<file path="src/rtl/psl_pkg.sv">
`timescale 1ns / 1ps

package psl_pkg;

    localparam int PSL_MAX_TOKEN_LEN = 40;
    localparam int NKW = 19;

    // Result kinds.
    localparam logic [1:0] KIND_TEXT      = 2'd0;
    localparam logic [1:0] KIND_END       = 2'd1;
    localparam logic [1:0] KIND_INPUT_END = 2'd2;

    // Token classes.
    localparam logic [4:0] CL_IDENT   = 5'd0;
    localparam logic [4:0] CL_KEYWORD = 5'd1;
    localparam logic [4:0] CL_LPAR    = 5'd2;
    localparam logic [4:0] CL_RPAR    = 5'd3;
    localparam logic [4:0] CL_PLUS    = 5'd4;
    localparam logic [4:0] CL_MINUS   = 5'd5;
    localparam logic [4:0] CL_STAR    = 5'd6;
    localparam logic [4:0] CL_SLASH   = 5'd7;
    localparam logic [4:0] CL_EQ      = 5'd8;
    localparam logic [4:0] CL_SEMI    = 5'd9;
    localparam logic [4:0] CL_DOT     = 5'd10;
    localparam logic [4:0] CL_COMMA   = 5'd11;
    localparam logic [4:0] CL_GT      = 5'd12;
    localparam logic [4:0] CL_GE      = 5'd13;
    localparam logic [4:0] CL_LT      = 5'd14;
    localparam logic [4:0] CL_LE      = 5'd15;
    localparam logic [4:0] CL_NE      = 5'd16;
    localparam logic [4:0] CL_COLON   = 5'd17;
    localparam logic [4:0] CL_ASSIGN  = 5'd18;
    localparam logic [4:0] CL_INT     = 5'd19;
    localparam logic [4:0] CL_REAL    = 5'd20;
    localparam logic [4:0] CL_STRING  = 5'd21;
    localparam logic [4:0] CL_ERROR   = 5'd22;

    localparam logic [3:0] SCAN_START_CODE = 4'd0;

    typedef struct packed {
        logic [3:0]     state;
        logic [5:0]     len;
        logic [4:0]     cls;
        logic [NKW-1:0] cand;
    } t_scan_st;

    localparam t_scan_st SCAN_RESET = '{
        state: SCAN_START_CODE, len: 6'd0, cls: CL_ERROR, cand: {NKW{1'b1}}
    };

    typedef struct packed {
        logic [1:0] kind;
        logic [7:0] ch;
        logic [4:0] cls;
        logic [5:0] len;
    } t_res;

    typedef struct packed {
        t_scan_st   next_st;
        t_res [1:0] res;
        logic [1:0] n;
        logic       again;
    } t_scan_out;

    // Keyword spellings. Each string is written reversed so that the first
    // character of the keyword sits in the low byte of the word.
    localparam logic [63:0] KW_TEXT [NKW] = '{
        64'("nigeb"), 64'("naeloob"), 64'("rahc"), 64'("od"), 64'("esle"),
        64'("dne"), 64'("eslaf"), 64'("rof"), 64'("fi"), 64'("regetni"),
        64'("margorp"), 64'("laer"), 64'("taeper"), 64'("neht"), 64'("ot"),
        64'("eurt"), 64'("litnu"), 64'("rav"), 64'("elihw")
    };

    localparam logic [3:0] KW_LEN [NKW] = '{
        4'd5, 4'd7, 4'd4, 4'd2, 4'd4, 4'd3, 4'd5, 4'd3, 4'd2, 4'd7,
        4'd7, 4'd4, 4'd6, 4'd4, 4'd2, 4'd4, 4'd5, 4'd3, 4'd5
    };

endpackage

</file>
<file path="src/rtl/psl_scan.sv">
`timescale 1ns / 1ps

module psl_scan import psl_pkg::*; #(
    parameter int MAX_TOKEN_LEN = PSL_MAX_TOKEN_LEN
) (
    input  t_scan_st  i_st,
    input  logic [7:0] i_char,
    output t_scan_out o_out
);

    localparam logic [5:0] MAX_LEN = 6'(MAX_TOKEN_LEN);

    typedef enum logic [3:0] {
        ST_START   = SCAN_START_CODE,
        ST_IDENT   = 4'd1,
        ST_PAREN   = 4'd2,
        ST_COMMENT = 4'd3,
        ST_COMSTAR = 4'd4,
        ST_GT      = 4'd5,
        ST_LT      = 4'd6,
        ST_COLON   = 4'd7,
        ST_INT     = 4'd8,
        ST_REAL    = 4'd9,
        ST_STR     = 4'd10,
        ST_QUOTE   = 4'd11
    } t_state;

    t_state         cur;
    t_state         nxt;
    logic           do_put;
    logic [7:0]     put_ch;
    logic [7:0]     lc;
    logic           cls_set;
    logic [4:0]     cls_val;
    logic           do_fin;
    logic           again;
    logic           fin;
    logic [NKW-1:0] cand1;
    logic [5:0]     len1;
    logic [4:0]     cls1;
    logic           kw_hit;
    logic [4:0]     fin_cls;
    logic           is_letter;
    logic           is_digit;
    logic           is_space;
    t_res           text_res;
    t_res           end_res;

    assign cur       = t_state'(i_st.state);
    assign is_letter = (i_char inside {["a":"z"], ["A":"Z"]});
    assign is_digit  = (i_char inside {["0":"9"]});
    assign is_space  = (i_char == " ") || (i_char inside {[8'd9:8'd13]});

    // Decide what this character does to the scanner.
    always_comb begin
        do_put  = 1'b0;
        put_ch  = i_char;
        cls_set = 1'b0;
        cls_val = i_st.cls;
        do_fin  = 1'b0;
        again   = 1'b0;
        nxt     = cur;
        case (cur)
            ST_IDENT: begin
                if (is_letter || is_digit || i_char == "_") begin
                    do_put = 1'b1;
                end else begin
                    do_fin = 1'b1;
                    again  = 1'b1;
                end
            end
            ST_PAREN: begin
                if (i_char == "*") begin
                    nxt = ST_COMMENT;
                end else begin
                    do_put  = 1'b1;
                    put_ch  = "(";
                    cls_set = 1'b1;
                    cls_val = CL_LPAR;
                    do_fin  = 1'b1;
                    again   = 1'b1;
                end
            end
            ST_COMMENT: begin
                if (i_char == "*") nxt = ST_COMSTAR;
            end
            ST_COMSTAR: begin
                if (i_char == ")") nxt = ST_START;
                else if (i_char != "*") nxt = ST_COMMENT;
            end
            ST_GT: begin
                cls_set = 1'b1;
                do_fin  = 1'b1;
                if (i_char == "=") begin
                    do_put  = 1'b1;
                    cls_val = CL_GE;
                end else begin
                    cls_val = CL_GT;
                    again   = 1'b1;
                end
            end
            ST_LT: begin
                cls_set = 1'b1;
                do_fin  = 1'b1;
                if (i_char == "=") begin
                    do_put  = 1'b1;
                    cls_val = CL_LE;
                end else if (i_char == ">") begin
                    do_put  = 1'b1;
                    cls_val = CL_NE;
                end else begin
                    cls_val = CL_LT;
                    again   = 1'b1;
                end
            end
            ST_COLON: begin
                cls_set = 1'b1;
                do_fin  = 1'b1;
                if (i_char == "=") begin
                    do_put  = 1'b1;
                    cls_val = CL_ASSIGN;
                end else begin
                    cls_val = CL_COLON;
                    again   = 1'b1;
                end
            end
            ST_INT: begin
                if (is_digit) begin
                    do_put = 1'b1;
                end else if (i_char == ".") begin
                    do_put = 1'b1;
                    nxt    = ST_REAL;
                end else begin
                    cls_set = 1'b1;
                    cls_val = CL_INT;
                    do_fin  = 1'b1;
                    again   = 1'b1;
                end
            end
            ST_REAL: begin
                if (is_digit) begin
                    do_put = 1'b1;
                end else begin
                    cls_set = 1'b1;
                    cls_val = CL_REAL;
                    do_fin  = 1'b1;
                    again   = 1'b1;
                end
            end
            ST_STR: begin
                if (i_char == "'") nxt = ST_QUOTE;
                else do_put = 1'b1;
            end
            ST_QUOTE: begin
                if (i_char == "'") begin
                    do_put = 1'b1;
                    nxt    = ST_STR;
                end else begin
                    cls_set = 1'b1;
                    cls_val = CL_STRING;
                    do_fin  = 1'b1;
                    again   = 1'b1;
                end
            end
            default: begin
                // Start state; unused codes behave the same way.
                nxt = ST_START;
                if (is_letter || i_char == "_") begin
                    do_put  = 1'b1;
                    cls_set = 1'b1;
                    cls_val = CL_IDENT;
                    nxt     = ST_IDENT;
                end else if (is_space) begin
                    nxt = ST_START;
                end else if (is_digit) begin
                    do_put  = 1'b1;
                    cls_set = 1'b1;
                    cls_val = CL_INT;
                    nxt     = ST_INT;
                end else begin
                    case (i_char)
                        "+": begin do_put = 1'b1; cls_set = 1'b1; cls_val = CL_PLUS;  do_fin = 1'b1; end
                        "-": begin do_put = 1'b1; cls_set = 1'b1; cls_val = CL_MINUS; do_fin = 1'b1; end
                        "*": begin do_put = 1'b1; cls_set = 1'b1; cls_val = CL_STAR;  do_fin = 1'b1; end
                        "/": begin do_put = 1'b1; cls_set = 1'b1; cls_val = CL_SLASH; do_fin = 1'b1; end
                        "=": begin do_put = 1'b1; cls_set = 1'b1; cls_val = CL_EQ;    do_fin = 1'b1; end
                        ";": begin do_put = 1'b1; cls_set = 1'b1; cls_val = CL_SEMI;  do_fin = 1'b1; end
                        ".": begin do_put = 1'b1; cls_set = 1'b1; cls_val = CL_DOT;   do_fin = 1'b1; end
                        ",": begin do_put = 1'b1; cls_set = 1'b1; cls_val = CL_COMMA; do_fin = 1'b1; end
                        ")": begin do_put = 1'b1; cls_set = 1'b1; cls_val = CL_RPAR;  do_fin = 1'b1; end
                        "(": nxt = ST_PAREN;
                        ">": begin do_put = 1'b1; nxt = ST_GT; end
                        "<": begin do_put = 1'b1; nxt = ST_LT; end
                        ":": begin do_put = 1'b1; nxt = ST_COLON; end
                        "'": nxt = ST_STR;
                        default: begin
                            do_put  = 1'b1;
                            cls_set = 1'b1;
                            cls_val = CL_ERROR;
                            do_fin  = 1'b1;
                        end
                    endcase
                end
            end
        endcase
    end

    // Apply the stored character: narrow the keyword candidates and count it.
    assign lc = (put_ch inside {["A":"Z"]}) ? put_ch + 8'd32 : put_ch;

    always_comb begin
        cand1 = i_st.cand;
        if (do_put) begin
            for (int k = 0; k < NKW; k++) begin
                cand1[k] = i_st.cand[k] && (i_st.len < {2'b00, KW_LEN[k]})
                           && (KW_TEXT[k][{i_st.len[2:0], 3'b000} +: 8] == lc);
            end
        end
    end

    assign len1 = do_put ? i_st.len + 6'd1 : i_st.len;
    assign cls1 = cls_set ? cls_val : i_st.cls;
    assign fin  = do_fin || (len1 >= MAX_LEN);

    always_comb begin
        kw_hit = 1'b0;
        for (int k = 0; k < NKW; k++) begin
            if (cand1[k] && ({2'b00, KW_LEN[k]} == len1)) kw_hit = 1'b1;
        end
    end

    assign fin_cls  = (cls1 == CL_IDENT && kw_hit) ? CL_KEYWORD : cls1;
    assign text_res = '{kind: KIND_TEXT, ch: put_ch, cls: 5'd0, len: 6'd0};
    assign end_res  = '{kind: KIND_END, ch: 8'd0, cls: fin_cls, len: len1};

    always_comb begin
        o_out.again = again;
        if (do_put) begin
            o_out.res[0] = text_res;
            o_out.res[1] = end_res;
            o_out.n      = fin ? 2'd2 : 2'd1;
        end else begin
            o_out.res[0] = end_res;
            o_out.res[1] = end_res;
            o_out.n      = fin ? 2'd1 : 2'd0;
        end
        if (fin) begin
            o_out.next_st = SCAN_RESET;
        end else begin
            o_out.next_st = '{state: nxt, len: len1, cls: cls1, cand: cand1};
        end
    end

endmodule

</file>
<file path="src/rtl/pascal_subset_lexer.sv">
`timescale 1ns / 1ps
// Lexical scanner for a small Pascal-like language, one source byte per
// input transaction. The input channel (i_valid / o_stall) carries a byte on
// i_input_char, or an end-of-source mark on i_end_of_input. The output channel
// (o_valid / i_stall) carries one result per transaction: a token text
// character, a token end with class and length, or an input-ended mark.
// o_last_of_run flags the final result that a given input byte caused.
// An accepted byte waits in the input register, where the scanner logic
// runs, until the result buffer can take its results. Throughput: one byte
// per cycle while each byte gives at most one result and the receiver does
// not stall. A byte that gives n results (up to four) occupies the result
// buffer while its results leave one per cycle; the input register then
// holds the following byte and o_stall is raised until the buffer drains.
// When the receiver stalls, the presented result holds and the buffer does
// not advance; once the input register is also full, o_stall goes high.
// Reset (synchronous, active low) empties the input register and the result
// buffer and returns the scanner to its start state with no pending token.
module pascal_subset_lexer import psl_pkg::*; #(
    parameter int MAX_TOKEN_LEN = PSL_MAX_TOKEN_LEN
) (
    input  logic       i_clk,
    input  logic       i_rst_n,
    input  logic       i_valid,
    output logic       o_stall,
    input  logic [7:0] i_input_char,
    input  logic       i_end_of_input,
    output logic       o_valid,
    input  logic       i_stall,
    output logic [1:0] o_result_kind,
    output logic [7:0] o_text_char,
    output logic [4:0] o_token_class,
    output logic [5:0] o_token_length,
    output logic       o_last_of_run
);

    localparam logic [5:0] MAX_LEN = 6'(MAX_TOKEN_LEN);

    // Input register.
    logic       r_in_valid;
    logic [7:0] r_in_char;
    logic       r_in_eoi;

    // Scanner state carried from byte to byte.
    t_scan_st   r_scan;
    t_scan_st   n_scan;

    // Result buffer: the results of one byte, head at entry 0.
    t_res       r_buf [4];
    t_res       n_buf [4];
    logic [2:0] r_cnt;
    logic [2:0] n_cnt;

    logic       out_take;
    logic       in_consume;
    logic       load;
    t_scan_out  pass1;
    t_scan_out  pass2;
    logic [1:0] n2;

    // The buffer only ever holds results of a single byte, so the next byte
    // may be scanned once the buffer is empty or its last entry leaves now.
    assign out_take   = (r_cnt != 3'd0) && !i_stall;
    assign in_consume = (r_cnt == 3'd0) || (r_cnt == 3'd1 && out_take);
    assign load       = r_in_valid && in_consume;
    assign o_stall    = r_in_valid && !in_consume;

    // A character that ends a token by not belonging to it is scanned a
    // second time from the fresh state that the first pass leaves behind.
    psl_scan #(.MAX_TOKEN_LEN(MAX_TOKEN_LEN)) u_scan_first (
        .i_st   (r_scan),
        .i_char (r_in_char),
        .o_out  (pass1)
    );

    psl_scan #(.MAX_TOKEN_LEN(MAX_TOKEN_LEN)) u_scan_again (
        .i_st   (pass1.next_st),
        .i_char (r_in_char),
        .o_out  (pass2)
    );

    assign n2 = pass1.again ? pass2.n : 2'd0;

    always_comb begin
        for (int i = 0; i < 4; i++) begin
            n_buf[i] = '0;
        end
        if (r_in_eoi) begin
            // End of source drops any pending token, including a held '('.
            n_buf[0] = '{kind: KIND_INPUT_END, ch: 8'd0, cls: 5'd0, len: 6'd0};
            n_cnt    = 3'd1;
            n_scan   = SCAN_RESET;
        end else begin
            case (pass1.n)
                2'd1: begin
                    n_buf[0] = pass1.res[0];
                    n_buf[1] = pass2.res[0];
                    n_buf[2] = pass2.res[1];
                end
                2'd2: begin
                    n_buf[0] = pass1.res[0];
                    n_buf[1] = pass1.res[1];
                    n_buf[2] = pass2.res[0];
                    n_buf[3] = pass2.res[1];
                end
                default: begin
                    n_buf[0] = pass1.res[0];
                end
            endcase
            n_cnt  = {1'b0, pass1.n} + {1'b0, n2};
            n_scan = pass1.again ? pass2.next_st : pass1.next_st;
        end
    end

    always_ff @(posedge i_clk) begin
        if (!i_rst_n) begin
            r_in_valid <= 1'b0;
            r_cnt      <= 3'd0;
            r_scan     <= SCAN_RESET;
        end else begin
            if (!o_stall) r_in_valid <= i_valid;
            if (load) begin
                r_cnt  <= n_cnt;
                r_scan <= n_scan;
            end else if (out_take) begin
                r_cnt <= r_cnt - 3'd1;
            end
        end
    end

    always_ff @(posedge i_clk) begin
        if (i_valid && !o_stall) begin
            r_in_char <= i_input_char;
            r_in_eoi  <= i_end_of_input;
        end
        if (load) begin
            r_buf <= n_buf;
        end else if (out_take) begin
            r_buf[0] <= r_buf[1];
            r_buf[1] <= r_buf[2];
            r_buf[2] <= r_buf[3];
        end
    end

    assign o_valid        = (r_cnt != 3'd0);
    assign o_result_kind  = r_buf[0].kind;
    assign o_text_char    = r_buf[0].ch;
    assign o_token_class  = r_buf[0].cls;
    assign o_token_length = r_buf[0].len;
    assign o_last_of_run  = (r_cnt == 3'd1);

    // The buffer never holds more than the four results of one byte.
    a_cnt_bound: assert property (@(posedge i_clk) disable iff (!i_rst_n)
        r_cnt <= 3'd4)
        else $error("result buffer count out of range");

    // A stalled receiver freezes the buffer.
    a_stall_holds: assert property (@(posedge i_clk) disable iff (!i_rst_n)
        (o_valid && i_stall) |=> (r_cnt == $past(r_cnt)))
        else $error("result buffer moved while output stalled");

    // End of source gives exactly one input-ended result and a clean scanner.
    a_eoi_result: assert property (@(posedge i_clk) disable iff (!i_rst_n)
        (load && r_in_eoi) |=> (r_cnt == 3'd1 && o_result_kind == KIND_INPUT_END
                                && r_scan == SCAN_RESET))
        else $error("end of source not handled");

    // No finished token is longer than the length limit.
    a_len_limit: assert property (@(posedge i_clk) disable iff (!i_rst_n)
        (o_valid && o_result_kind == KIND_END) |-> (o_token_length <= MAX_LEN))
        else $error("token longer than limit");

endmodule
</file>
<file path="config.mk">
export PLATFORM = sky130hd
export DESIGN_NAME = pascal_subset_lexer
export DESIGN_NICKNAME = d
export VERILOG_FILES = /design/src/rtl/psl_pkg.sv /design/src/rtl/psl_scan.sv /design/src/rtl/pascal_subset_lexer.sv
export SDC_FILE = /design/constraint.sdc
export NUM_CORES = 1
export LEC_CHECK = 0
export ABC_AREA = 1
export BUFFER_PORTS_ARGS = -buffer_cell sky130_fd_sc_hd__buf_2
export CAP_MARGIN = 30
export CORE_ASPECT_RATIO = 0.7
export CORE_MARGIN = 1.5
export CORE_UTILIZATION = 36
export CTS_BUF_LIST = sky130_fd_sc_hd__clkbuf_4
export DETAILED_ROUTE_END_ITERATION = 7
export HOLD_SLACK_MARGIN = 0.12
export PLACE_DENSITY = 0.49
export RECOVER_POWER = 25
export SLEW_MARGIN = 20
export SYNTH_ARGS = -nofsm -noshare
export SYNTH_HDL_FRONTEND = slang
export SYNTH_SLANG_ARGS = --single-unit
</file>
<file path="constraint.sdc">
create_clock -name i_clk -period 14.4 [get_ports i_clk]
set_input_delay 1.44 -clock i_clk [delete_from_list [all_inputs] [get_ports i_clk]]
set_output_delay 1.44 -clock i_clk [all_outputs]
set_load 0.05 [all_outputs]
</file>
==> metrics.yaml <==
logic_synthesis:
  yosysMostFrequentCell: "nand2_1"
  synthesis.nets: 1754
  synth-edff-count: 82
  yosysTopAreaCell: "edfxtp_1"
  ys_types: 60
  yosys_warnings: 0
  postSynthAreaPerCell_sq_um: 6.575
  async_flop_share_pct: 0
  yosys.area.top_type_share_pct: 21.93
  synth_top_cells_by_count: "nand2_1, nor2_1, inv_1, nand3_1, o21ai_0"
  ys_seq_area_share_pct: 28.70
  synth.area.top_cells: "edfxtp_1, nand2_1, nor2_1"
  synth_seq_cells: 120
  syn_area_sq_um: 11230
  synthCells: 1708
  yosys_most_used_dff: "edfxtp_1"
setup_path:
  critPathLaunchType: "input pin"
  slowest_delay_ns: 2.23
  path_cells: "buf_2, inv_1, nand2_1, nand2_1, inv_1, nor2_4, clkbuf_1, inv_2, clkbuf_1, nand2_1, buf_4, inv_1, nor2_1, a221oi_1"
  crit_path_end_kind: "flop"
  cp_slowest_cell: "clkbuf_1"
  critPathKind: "input pin to flop"
  cp_max_fo: 68
  worstPathRequired_ns: 14.90
  worstPathArrival_ns: 7.86
  critical_path_buf_inv_count: 8
  critPathTopFamily: "buffers and inverters"
clock_tree:
  cts_tree: "yes"
  holdBufCountCts: 0
  cts_root_buffer: "clkbuf_4"
  clock_path_buffers: 2
  clk-insertion-delay-late_ns: 0.62
  cts_inserted_buffers: 17
  cts_resized: 0
  clock_sinks: 120
  path_clk_slew_ns: 0.13
  htreeDepth: 4
  postCtsSetupBuffers: 0
drt:
  dr_wl_met3_um: 4445
  top_layer_used: "met4"
  detail_route.iter0.violations: 1328
  m1WireLength_um: 22440
  route.antenna.remaining_nets: 0
  routedWlPerCell_um: 20.61
  vias: 11860
  drc: 0
  drtPass1Iterations: 6
  avgViaCountPerCell: 5.598
  totalWireLength_um: 43660
  routed-wl-met2_um: 16090
sta:
  hold_ws_ns: 0.4906
  finalClockSkew_ns: 0.04049
  min_period_ns: 7.366
  rsz0062_at_grt: "no"
  tns_ns: 0
  worstMarginPinSlew_ns: 3.148
  max_freq_mhz: 135.8
  setup_viol_count_final: 0
  slew_headroom_pct: -109.9
  hold_viol_final: 0
  drv_slew: 111
  post-route-period-util_pct: 51.15
global_route:
  grt_max_degree: 69
  grt_pass1_wl_um: 65430
  grt_usage_pct: 26.99
  grt_pass1_vias: 10270
  overflow: 0
  antenna_found_initial: 1
placed_design:
  port_buffers: 36
  place_congestion: 0.9620
  dpl_cell_area_sq_um: 11560
  dp_hpwl_um: 32860
hold_path:
  min_path_type: "flop to flop"
layout:
  nets: 1737
  final_area_sq_um: 11810
  area_growth_pct: 5.125
  drive_gt1_share_pct: 8.040
  final_util_pct: 38.87
pwr:
  leakagePower_nw: 5.286
  ir_drop_v: 0.00007759
  cellPowerDensity_nw_per_um2: 129.7
job:
  cap_violations: 2
die:
  die_x_um: 214.1
  initial_utilization_pct: 36.98
  fp.dieArea_sq_um: 32280
  die_h_um: 150.8
  core_sq_um: 30370
  ioPinCount: 37
  num_rows: 53
run_status:
  failed_checks: "max-capacitance violations, max-slew violations"
  status: "finished, violations left"
-- worst paths after layout --
kind	end	slack, ns	depth (start not counted)	startpoint
max	r_cnt[1]	7.03	14	i_stall
min	r_scan[9]	0.49	2	r_scan[9]
max reg2reg	r_cnt[1]	7.28	14	r_cnt[0]
min reg2reg	r_scan[9]	0.49	2	r_scan[9]
-- worst reg2reg max path, delay by kind of cell, from the launching register on --
kind	cells	cell delay, ns
adders and majority gates	1	0.19
and+or+nand+nor	5	1.91
buffers and inverters	7	4.32
DFF	1	0.38
AOI/OAI and AO/OA	1	0.23
-- placed cells by master, fill, tap and decap left out, types with 5 or more instances in the layout --
| master | n |
|---|---|
| nand2_1 | 451 |
| nor2_1 | 213 |
| inv_1 | 164 |
| nand3_1 | 113 |
| o21ai_0 | 103 |
| edfxtp_1 | 82 |
| a21oi_1 | 75 |
| xor2_1 | 57 |
| dfxtp_1 | 38 |
| o21ai_1 | 37 |
| nand4_1 | 35 |
| ha_1 | 32 |
| nor3_1 | 26 |
| clkbuf_1 | 26 |
| nand2_2 | 21 |
| inv_2 | 20 |
| clkbuf_4 | 17 |
| o221ai_1 | 15 |
| o211ai_1 | 14 |
| xnor2_1 | 12 |
| buf_2 | 12 |
| o2111ai_1 | 11 |
| nand3b_1 | 11 |
| nor2_2 | 10 |
| nor4_1 | 10 |
| buf_4 | 9 |
| nand3_2 | 7 |
| inv_6 | 6 |
| nand2_4 | 5 |
| o22ai_1 | 5 |
| nor3b_1 | 5 |
-- where the power goes --
| group | leakage, nW | total, mW | internal, mW | switching [mW] |
|---|---|---|---|---|
| registers | 1.10 | 0.548 | 0.512 | 0.0355 |
| clock network | 0.152 | 0.264 | 0.0927 | 0.171 |
| logic | 4.03 | 0.719 | 0.168 | 0.551 |
-- sequential cells by signal, summed over array words and instances, names as in the netlist --
name / count
o_token_length: 6
o_token_class: 5
r_buf: 52
r_in_eoi: 1
o_result_kind: 2
r_scan: 34
r_in_valid: 1
o_text_char: 8
r_in_char: 8
r_cnt: 3
-- layer usage --
metal  vias to the layer above  global-route usage (%)
met5                         -                       0
met4                         0                   6.056
met3                        44                   6.124
met2                       622                   34.90
met1                      5548                   43.50
li1                       5643                       -
-- stage by stage --
| stage | worst slack [ns] | power (mW) | std cells |
|---|---|---|---|
| after floorplan | 9.373 | 1.107 | 1708 |
| after global placement | 7.922 | 1.275 | 2084 |
| after detailed placement | 7.724 | 1.268 | 2084 |
| after CTS | 7.693 | 1.530 | 2116 |
| after global routing | 6.467 | 1.628 | 2118 |
| final | 7.034 | 1.531 | 2118 |
-- area by class of cell --
class	instances	area [sq um]
fill	3347	18570
clock inverter	15	156.4
inverter	188	710.7
multi-input combinational	1317	6843
antenna	2	5.005
clock buffer	17	127.6
timing repair buffer	47	225.2
sequential	120	3223
tap	412	515.5
-- cells by family after synthesis --
kind of cell               Yosys count  share of synthesized area [%]
AOI/OAI and AO/OA                  297                          15.89
xor gates and xnor gates            69                          5.381
adders and majority gates           33                          3.743
buffers and inverters              271                          10.46
DFF                                120                          28.70
and+or+nand+nor                    918                          35.83
(Power assumes the default switching activity.)
